$ cat config.mk
export PLATFORM = sky130hd
export DESIGN_NAME = gcpsd_lane
export DESIGN_NICKNAME = d
export VERILOG_FILES = /design/src/design/gcpsd_pkg.sv /design/src/design/gcpsd_lane.sv
export SDC_FILE = /design/constraint.sdc
export NUM_CORES = 1
export LEC_CHECK = 0
export CELL_PAD_IN_SITES_DETAIL_PLACEMENT = 1
export CELL_PAD_IN_SITES_GLOBAL_PLACEMENT = 2
export CORE_MARGIN = 2
export CORE_UTILIZATION = 38
export DETAILED_ROUTE_END_ITERATION = 6
export DONT_BUFFER_PORTS = 1
export PLACE_DENSITY = 0.86
export SYNTH_ARGS = -nofsm -noshare
export SYNTH_HDL_FRONTEND = slang
export SYNTH_SLANG_ARGS = --single-unit
$ cat constraint.sdc
create_clock -name vclk -period 8.4
set_input_delay 1.68 -clock vclk [all_inputs]
set_output_delay 1.68 -clock vclk [all_outputs]
set_load 0.01 [all_outputs]
$ cat src/design/gcpsd_pkg.sv
`default_nettype none
// ----------------------------------------------------------------------------
// gcpsd_pkg: shared constants for the Gray code phase shift decoder
// Holds register indexes, datapath widths, the CORDIC arctangent table and
// the fixed-point constants that the decoder modules share.
// ----------------------------------------------------------------------------
package gcpsd_pkg;

  localparam int CfgIdxW = 1;
  localparam logic [CfgIdxW-1:0] REG_PHASE_STEPS   = 1'd0;
  localparam logic [CfgIdxW-1:0] REG_BIN_THRESHOLD = 1'd1;

  localparam logic [2:0] STEPS_THREE     = 3'd3;
  localparam logic [2:0] STEPS_RESET     = 3'd4;
  localparam logic [7:0] THRESHOLD_RESET = 8'd128;

  localparam int GrayInputs = 5;
  localparam int DiffW      = 10;
  localparam int XyW        = 34;
  localparam int AngW       = 32;
  localparam int Q20Shift   = 20;
  localparam logic signed [22:0] SQRT3_Q20 = 23'sd1816187;

  localparam int CordicIters = 28;
  localparam logic [AngW-1:0] ATAN_TURN [CordicIters] = '{
    32'h20000000, 32'h12E4051E, 32'h09FB385B, 32'h051111D4, 32'h028B0D43,
    32'h0145D7E1, 32'h00A2F61E, 32'h00517C55, 32'h0028BE53, 32'h00145F2F,
    32'h000A2F98, 32'h000517CC, 32'h00028BE6, 32'h000145F3, 32'h0000A2FA,
    32'h0000517D, 32'h000028BE, 32'h0000145F, 32'h00000A30, 32'h00000518,
    32'h0000028C, 32'h00000146, 32'h000000A3, 32'h00000051, 32'h00000029,
    32'h00000014, 32'h0000000A, 32'h00000005
  };
  localparam logic [AngW-1:0] ANG_ZERO    = 32'h00000000;
  localparam logic [AngW-1:0] ANG_QUARTER = 32'h40000000;
  localparam logic [AngW-1:0] ANG_HALF    = 32'h80000000;
  localparam logic [AngW-1:0] ANG_3QUART  = 32'hC0000000;

  localparam int SumSqW     = 20;
  localparam int IsqrtIters = SumSqW / 2;
  localparam int RootW      = IsqrtIters + 1;
  localparam logic [10:0] RECIP3 = 11'd683;

endpackage
`default_nettype wire

$ cat src/design/gcpsd_lane.sv
`default_nettype none
// ----------------------------------------------------------------------------
// gcpsd_lane: one Gray sample binarizer
// Compares the sample's offset above the pixel minimum with the scaled span.
// ----------------------------------------------------------------------------
module gcpsd_lane
  import gcpsd_pkg::*;
(
  input  wire logic [7:0] sample_i,
  input  wire logic [7:0] lo_i,
  input  wire logic [7:0] span_i,
  input  wire logic [7:0] thr_i,
  output logic            bit_o
);

  logic [7:0]  offs;
  logic [15:0] scaled;

  assign offs   = sample_i - lo_i;
  assign scaled = 16'(thr_i) * 16'(span_i);
  assign bit_o  = {offs, 8'h00} > scaled;

endmodule
`default_nettype wire

==> results.yml <==
setup_path:
  cp-start-kind: "primary input"
  cp.arrival_ns: 6.51
  crit_end: "bit_o"
  end_kind: "primary output"
  path_max_fanout: 8
  crit_path_start: "span_i[5]"
  critPathKind: "in -> out"
  cp.required_ns: 6.72
yosys:
  yosysWarnings: 0
  synth_adder_area_share: 0.518
  yosysSeqAreaShare: 0
  syn_area_per_cell_um2: 8.50
  synth_top_family_by_area: "adder cells"
  yosysMostFrequentCell: "inv_1"
  ys_top_cells_by_area: "fa_1, ha_1, and2_1"
  synth_largest_area_cell: "fa_1"
  synthCells: 313
  synth_compound_area_frac: 0.116
  muxShareOfSynthArea: 0.00376
  synth_cell_types: 41
  synth-simple-area-share: 0.227
  yosys.area.top_type_share: 0.278
  yosys.area_share.xor_xnor: 0.0494
  synth_fp_nets: 433
  syn-cell-area_um2: 2660
  yosys-top-cells-count: "inv_1, and2_1, ha_1"
detailed_routing:
  drt_wl_total_um: 6140
  detail_route.wl_per_cell_um: 14.5
  viasPerCell: 5.08
  drt_pass1_iterations: 4
  vias: 2142
  drt_iter0_markers: 39
  ant_nets: 0
  drcViolationCount: 0
power_and_ir_drop:
  clkPwrFrac: 0
  ir_drop_mv: 0.0781
  swShare: 0.527
  leakage_nw: 1.52
  p_comb_frac: 1.000
  intPower_uw: 291
  seq_power_share: 0
  p_switching_uw: 324
  power.density_nw_per_um2: 208
floorplan:
  dieArea_um2: 7690
  row_count: 30
  io-pin-count: 33
  initial_core_util: 0.392
  die_x_um: 87.7
  fp.dieH_um: 87.7
  core_um2: 6790
final_layout:
  synthToLayoutAreaGrowth_pct: 11.1
  finalNetCount: 448
  drive_above_1_share: 0.0951
  nFlopsAndLatches: 0
  seqCellArea_um2: 0
  diodes: 0
  multi_input_area_um2: 2510
  final_cells: 422
  post-route-util: 0.435
  clock_buffers: 0
  n_fill_cell: 814
timing:
  report.final.slew_viol_count: 0
  fin_hold_ws_ns: 3.65
  worst_pin_slew_ns: 0.430
  max_freq_mhz: 122
  relSlewSlack: 0.711
  setup_viol: 0
  fin_setup_tns_ns: 0
  fin_crit_sh: 0.975
  hold_violations: 0
  period_minus_slack_ns: 8.19
placed_design:
  gp_congestion: 0.773
  place_inst: 421
  numPortBuffers: 0
  dp_hpwl_um: 5510
grt:
  overflow: 0
  grt_pass1_wl_um: 10800
  antenna_found_initial: 0
  grt_util_all_layers: 0.172
  grt_max_degree: 9
  grt_pass1_vias: 2413
status:
  status: "complete, no violations"
flow_run:
  maxCapViolCount: 0
min_path:
  hold_path.class: "in -> out"
clock_tree:
  hold_buffers: 0
## power by group through the flow
stage | sequential [mW] | combinational [mW] | clock [mW]
after floorplan | 0 | 0.428 | 0
after global placement | 0 | 0.571 | 0
after detailed placement | 0 | 0.586 | 0
after CTS | 0 | 0.603 | 0
after global routing | 0 | 0.705 | 0
final | 0 | 0.615 | 0
## area by class of cell
class                           count  area share
Tap cell                           96      0.0406
Timing Repair Buffer               14      0.0355
Multi-Input combinational cell    252       0.848
Inverter                           60      0.0762
## layer usage
| layer | vias to the layer above | share of wire | track usage |
|---|---|---|---|
| met2 | 15 | 0.55 | 0.338 |
| met5 | - | 0 | 0 |
| met4 | 0 | 0.0054 | 0.0126 |
| li1 | 1045 | - | - |
| met1 | 1078 | 0.43 | 0.214 |
| met3 | 4 | 0.017 | 0.00943 |
## placed cells by master (no fill, tap or decap), drive strengths merged, types with 3 or more instances in the layout
master and count:
inv 60, and2 57, ha 51, fa 37
nand2 17, buf 14, a21oi 11, xnor2 10
nor2 8, o21ai 6, a21o 5, xor2 5
nand3 5, and3 3, nor3 3, or2 3
o211ai 3, a31oi 3
## kinds of logic after synthesis
group / count (synthesis)
AO/OA/AOI/OAI: 42
XOR/XNOR: 15
adder cells (fa/ha/maj): 88
buffers and inverters: 61
multiplexers: 1
AND/OR/NAND/NOR: 106
## worst min path at each step
stage                   from  endpoint  slack [ns]  cells after the start
floorplan           thr_i[0]     bit_o        3.68                      2
global placement    thr_i[0]     bit_o        3.75                      2
detailed placement  thr_i[0]     bit_o        3.76                      2
CTS                 thr_i[0]     bit_o        3.61                      2
global route        thr_i[0]     bit_o        3.66                      2
finish              thr_i[0]     bit_o        3.65                      2
## critical path: stages
cell and delay (ns):
nand2_1 0.06, fa_1 0.52, fa_1 0.55, inv_1 0.06, fa_1 0.55, inv_1 0.06, fa_1 0.53, inv_1 0.04
ha_1 0.34, o311a_4 0.15, o22a_4 0.23, or4_1 0.52, nand3_2 0.10, ha_4 0.13, nand4_1 0.14, or4_4 0.45
a2111oi_4 0.22, a31oi_2 0.19
## metrics by stage
step / power, mW / cell area, um2 / setup slack [ns]
after floorplan: 0.428 / 2660 / 0.165
after detailed placement: 0.586 / 2880 / -0.0877
after global placement: 0.571 / 2880 / -0.0399
after global routing: 0.705 / 2960 / -0.0110
after CTS: 0.603 / 2910 / 0.0489
final: 0.615 / 2960 / 0.214
## repair_timing
item                       CTS  global route
setup endpoints to repair    1             1
gates resized for setup      6             8
buffers inserted             0             1
pin swaps                    2            21
Power figures use the tool's default switching activity.
