### src/design/gcpsd_pkg.sv
`default_nettype none
// ----------------------------------------------------------------------------
// gcpsd_pkg: shared constants for the Gray code phase shift decoder
// Holds register indexes, datapath widths, the CORDIC arctangent table and
// the fixed-point constants that the decoder modules share.
// ----------------------------------------------------------------------------
package gcpsd_pkg;

  localparam int CfgIdxW = 1;
  localparam logic [CfgIdxW-1:0] REG_PHASE_STEPS   = 1'd0;
  localparam logic [CfgIdxW-1:0] REG_BIN_THRESHOLD = 1'd1;

  localparam logic [2:0] STEPS_THREE     = 3'd3;
  localparam logic [2:0] STEPS_RESET     = 3'd4;
  localparam logic [7:0] THRESHOLD_RESET = 8'd128;

  localparam int GrayInputs = 5;
  localparam int DiffW      = 10;
  localparam int XyW        = 34;
  localparam int AngW       = 32;
  localparam int Q20Shift   = 20;
  localparam logic signed [22:0] SQRT3_Q20 = 23'sd1816187;

  localparam int CordicIters = 28;
  localparam logic [AngW-1:0] ATAN_TURN [CordicIters] = '{
    32'h20000000, 32'h12E4051E, 32'h09FB385B, 32'h051111D4, 32'h028B0D43,
    32'h0145D7E1, 32'h00A2F61E, 32'h00517C55, 32'h0028BE53, 32'h00145F2F,
    32'h000A2F98, 32'h000517CC, 32'h00028BE6, 32'h000145F3, 32'h0000A2FA,
    32'h0000517D, 32'h000028BE, 32'h0000145F, 32'h00000A30, 32'h00000518,
    32'h0000028C, 32'h00000146, 32'h000000A3, 32'h00000051, 32'h00000029,
    32'h00000014, 32'h0000000A, 32'h00000005
  };
  localparam logic [AngW-1:0] ANG_ZERO    = 32'h00000000;
  localparam logic [AngW-1:0] ANG_QUARTER = 32'h40000000;
  localparam logic [AngW-1:0] ANG_HALF    = 32'h80000000;
  localparam logic [AngW-1:0] ANG_3QUART  = 32'hC0000000;

  localparam int SumSqW     = 20;
  localparam int IsqrtIters = SumSqW / 2;
  localparam int RootW      = IsqrtIters + 1;
  localparam logic [10:0] RECIP3 = 11'd683;

endpackage
`default_nettype wire

### src/design/gcpsd_isqrt.sv
`default_nettype none
// ----------------------------------------------------------------------------
// gcpsd_isqrt: pipelined integer square root and modulation scaling
// One stage per result bit, then a divide by two or three and saturation.
// ----------------------------------------------------------------------------
module gcpsd_isqrt
  import gcpsd_pkg::*;
(
  input  wire logic              clk_i,
  input  wire logic              en_i,
  input  wire logic [SumSqW-1:0] sumsq_i,
  input  wire logic              three_i,
  output logic [7:0]             mod_o
);

  logic [SumSqW-1:0] m_q [0:IsqrtIters];
  logic [SumSqW-1:0] r_q [0:IsqrtIters];
  logic              t_q [0:IsqrtIters];
  logic [7:0]        mod_q;

  always_ff @(posedge clk_i) begin
    if (en_i) begin
      m_q[0] <= sumsq_i;
      r_q[0] <= '0;
      t_q[0] <= three_i;
    end
  end

  for (genvar i = 0; i < IsqrtIters; i++) begin : g_iter
    localparam logic [SumSqW-1:0] Bit = SumSqW'(1) << (2 * (IsqrtIters - 1 - i));
    logic [SumSqW-1:0] trial;
    assign trial = r_q[i] + Bit;
    always_ff @(posedge clk_i) begin
      if (en_i) begin
        t_q[i+1] <= t_q[i];
        if (m_q[i] >= trial) begin
          m_q[i+1] <= m_q[i] - trial;
          r_q[i+1] <= (r_q[i] >> 1) + Bit;
        end else begin
          m_q[i+1] <= m_q[i];
          r_q[i+1] <= r_q[i] >> 1;
        end
      end
    end
  end

  logic [RootW-1:0] root;
  logic [21:0]      prod3;
  logic [RootW-1:0] quot;

  always_comb begin
    root  = r_q[IsqrtIters][RootW-1:0];
    prod3 = 22'(root) * 22'(RECIP3);
    quot  = t_q[IsqrtIters] ? RootW'(prod3 >> 11) : (root >> 1);
  end

  always_ff @(posedge clk_i) begin
    if (en_i) begin
      mod_q <= (quot > RootW'(255)) ? 8'd255 : quot[7:0];
    end
  end

  assign mod_o = mod_q;

endmodule
`default_nettype wire

### config.mk
export PLATFORM = sky130hd
export DESIGN_NAME = gcpsd_isqrt
export DESIGN_NICKNAME = d
export VERILOG_FILES = /design/src/design/gcpsd_pkg.sv /design/src/design/gcpsd_isqrt.sv
export SDC_FILE = /design/constraint.sdc
export NUM_CORES = 1
export LEC_CHECK = 0
export BUFFER_PORTS_ARGS = -buffer_cell sky130_fd_sc_hd__clkbuf_2
export CORE_UTILIZATION = 63
export CTS_CLUSTER_DIAMETER = 80
export DETAILED_ROUTE_END_ITERATION = 8
export PLACE_DENSITY = 0.82
export SYNTH_ARGS = -nofsm -noshare
export SYNTH_HDL_FRONTEND = slang
export SYNTH_SLANG_ARGS = --single-unit
### constraint.sdc
create_clock -name clk_i -period 5.95 [get_ports clk_i]
set_input_delay 0.595 -clock clk_i [delete_from_list [all_inputs] [get_ports clk_i]]
set_output_delay 0.595 -clock clk_i [all_outputs]
set_load 0.005 [all_outputs]
==> out/qor.yml <==
die:
  boundaryPins: 31
  die_x_um: 150
  rows: 53
  initial_core_util_pct: 64.9
  fp.dieArea_sq_um: 22500
  die_h_um: 150
  fp.coreArea_sq_um: 21300
logic_synthesis:
  synth_cell_types: 60
  yosysSeqAreaShare_pct: 59.5
  synth_most_common_cell: "edfxtp_1"
  ys_async_sr_fraction_pct: 0
  yosys_register_bits: 274
  synthCells: 1040
  synth-edff-count: 274
  synth_nets: 1211
  synth_top_cells_by_count: "edfxtp_1 (274), ha_1 (126), inv_1 (116)"
  syn_area_per_cell_sq_um: 13.3
  synth_top_area_share_pct: 59.5
  ys_warn_count: 0
  syn_area_sq_um: 13800
  synth_area_leaders: "edfxtp_1 (60%), ha_1 (11%), fa_1 (3.2%)"
  synth-main-ff-cell: "edfxtp_1"
  netlist.top_cell.by_area: "edfxtp_1"
run_status:
  outcome: "finished, final reports clean"
routing:
  wl_met1_um: 9310
  drt_wl_total_um: 22800
  vias: 7885
  postRouteAntennaNets: 0
  wl_per_cell_um: 16.6
  dr.pass1.iters: 5
  top_layer_used: "met4"
  vias_per_cell: 5.73
  drtIter0Drc: 410
  wl_met3_um: 760
  wl_met2_um: 12100
  drc_errors: 0
sta:
  setup_slack_ns: 0.463
  rsz0062_at_grt: "false"
  slew_viol_final: 0
  fin_tns_setup_ns: 0
  slew_headroom_pct: 31.5
  setup_violations: 0
  worst_pin_slew_ns: 1.03
  timing.final.crit_period_ns: 5.49
  max_freq_ghz: 0.182
  finalCritPeriodShare_pct: 92.2
  hold_viol_final: 0
  finClkSkew_ns: 0.00973
power_and_ir_drop:
  p_sw_mw: 1.33
  pwr-share-comb_pct: 19.2
  vdd_drop_max_uv: 308
  power_frac_seq_pct: 49.4
  internal-power_mw: 3.76
  switching_share_pct: 26.1
  p_clk_share_pct: 31.4
  power.leakage_nw: 6.15
  pwr_density_cell_nw_per_um2: 337
global_route:
  antenna_found_initial: 0
  grt_pass1_vias: 7995
  grt_max_degree: 119
  grt_pass1_wl_um: 36700
  grt.total_usage_pct: 21.0
  grt-ovfl-total: 0
place:
  place_hpwl_um: 16100
  gp_congestion: 0.892
  io_buffers: 30
  dp_cells: 1328
  post-place-ws_ns: 0.414
  place_area_sq_um: 14300
worst_hold_path:
  min_path_cells: 1
  holdCritPathClass: "in -> reg"
layout:
  finalNonFillerCells: 1377
  drive_gt1_share_pct: 7.89
  nets: 1254
  insertedDiodeCount: 0
  area_growth_pct: 9.21
  final_cell_area_sq_um: 15100
clocking:
  cts.sinks: 274
  clk_latency_ns: 0.53
  htreeDepth: 1
  numCtsBuffers: 28
  cts_max_path_buffers: 3
  cts.clk_slew.worst_paths_ns: 0.06
  cts_root_buf: "clkbuf_16"
  cts_tree: "done"
setup_path:
  cp_max_fo: 7
  critPathRequiredTime_ns: 6.23
  worst_ep_arrival_time_ns: 5.77
  cp-start-kind: "flop"
  path_class: "reg -> reg"
  end_kind: "flop"
  ff2ff_path_depth: 17
flow_run:
  drv_cap: 0
-- area by class of cell --
type                       count  area, sq um
tap                          275          344
inverter                     116          435
timing repair buffer          34          190
fill                        1387         6190
clock buffer                  36          752
sequential                   274         8230
multi-input combinational    629         5060
clock inverter                13         80.1
-- critical path: stages (launching register included) --
cell and delay, ns:
edfxtp_1 0.51, ha_1 0.38, ha_1 0.34, fa_1 0.51, fa_1 0.51, inv_1 0.05, fa_1 0.50, inv_1 0.04
ha_1 0.32, a2111oi_1 0.51, nand2_1 0.12, o211ai_2 0.25, o31ai_1 0.17, a221oi_1 0.33, nand2_1 0.08, o21ai_0 0.11
nand2_1 0.25, o22a_1 0.25
-- repair_timing --
action / CTS / global route
endpoints found under the setup margin: 0 / 7
resized for setup: 0 / 1
hold buffers: 0 / 0
buffers inserted: 0 / 0
-- cell families (layout without fill, tap and decap cells) --
logic type	after synthesis	count (layout)	share of synthesized area [%]
AOI/OAI and AO/OA	158	158	7.16
DFF	274	274	59.5
xor gates and xnor gates	72	72	4.56
buffers and inverters	137	199	3.84
muxes	12	12	0.987
and+or+nand+nor	239	239	9.32
adders and majority gates	148	148	14.6
-- layout by cell type, fill, tap and decap left out, types with 3 or more instances in the layout --
cell       netlist  layout
a21o_1          13      13
a21oi_1         49      49
a31oi_1          5       5
and3_1           3       3
buf_4            0       4
clkbuf_1        18       7
clkbuf_16        0      29
clkbuf_2         0      29
clkinv_1         0       8
clkinv_2         0       4
edfxtp_1       274     274
fa_1            22      22
ha_1           126     126
inv_1          116     116
mux2_2           5       5
mux2i_1          5       5
nand2_1         38      38
nand2b_1        21      21
nand3_1         10      10
nand3b_1         6       6
nand4_1         10      10
nand4b_1         8       8
nor2_1          57      57
nor2b_1         11      11
nor3_1          32      32
nor4_1          13      13
nor4b_1          9       9
o21a_1          20      20
o21ai_0         40      40
o22a_1           7       7
o31ai_1          6       6
or2_2            3       3
or3_1            6       6
xnor2_1         39      39
xor2_1          33      33
-- flip-flops by register name, indices dropped and copies added (netlist names) --
| signal | flops |
|---|---|
| mod_o | 8 |
| t_q | 11 |
| m_q | 200 |
| r_q | 55 |
-- metrics by stage --
step,util [%],hold slack (ns),power (mW)
final,70.9,0.240,5.09
after global routing,70.9,0.224,5.32
after CTS,70.9,0.225,5.11
after detailed placement,67.0,0.405,3.51
after global placement,67.0,0.402,3.47
after floorplan,-,0.400,3.26
-- power by group through the flow --
| stage | registers [mW] | clock network (mW) | logic (mW) |
|---|---|---|---|
| final | 2.51 | 1.60 | 0.978 |
| after global placement | 2.54 | 0 | 0.929 |
| after global routing | 2.53 | 1.69 | 1.10 |
| after floorplan | 2.51 | 0 | 0.746 |
| after CTS | 2.51 | 1.62 | 0.977 |
| after detailed placement | 2.55 | 0 | 0.964 |
-- routing by layer --
layer  vias up  GRT usage (%)
li1       3873              -
met1      3789           24.1
met2       174           40.2
met3        49           2.73
met4         0           6.77
met5         -              0
-- worst paths after layout --
| check | from | end | slack (ns) |
|---|---|---|---|
| worst max-delay path | r_q[10][5] | mod_o[2] | 0.46 |
| worst min-delay path | sumsq_i[12] | m_q[0][12] | 0.24 |
| worst min register to register | m_q[0][7] | m_q[1][7] | 0.42 |
| worst max register to register | r_q[10][5] | mod_o[2] | 0.46 |
Power figures use the tool's default switching activity.
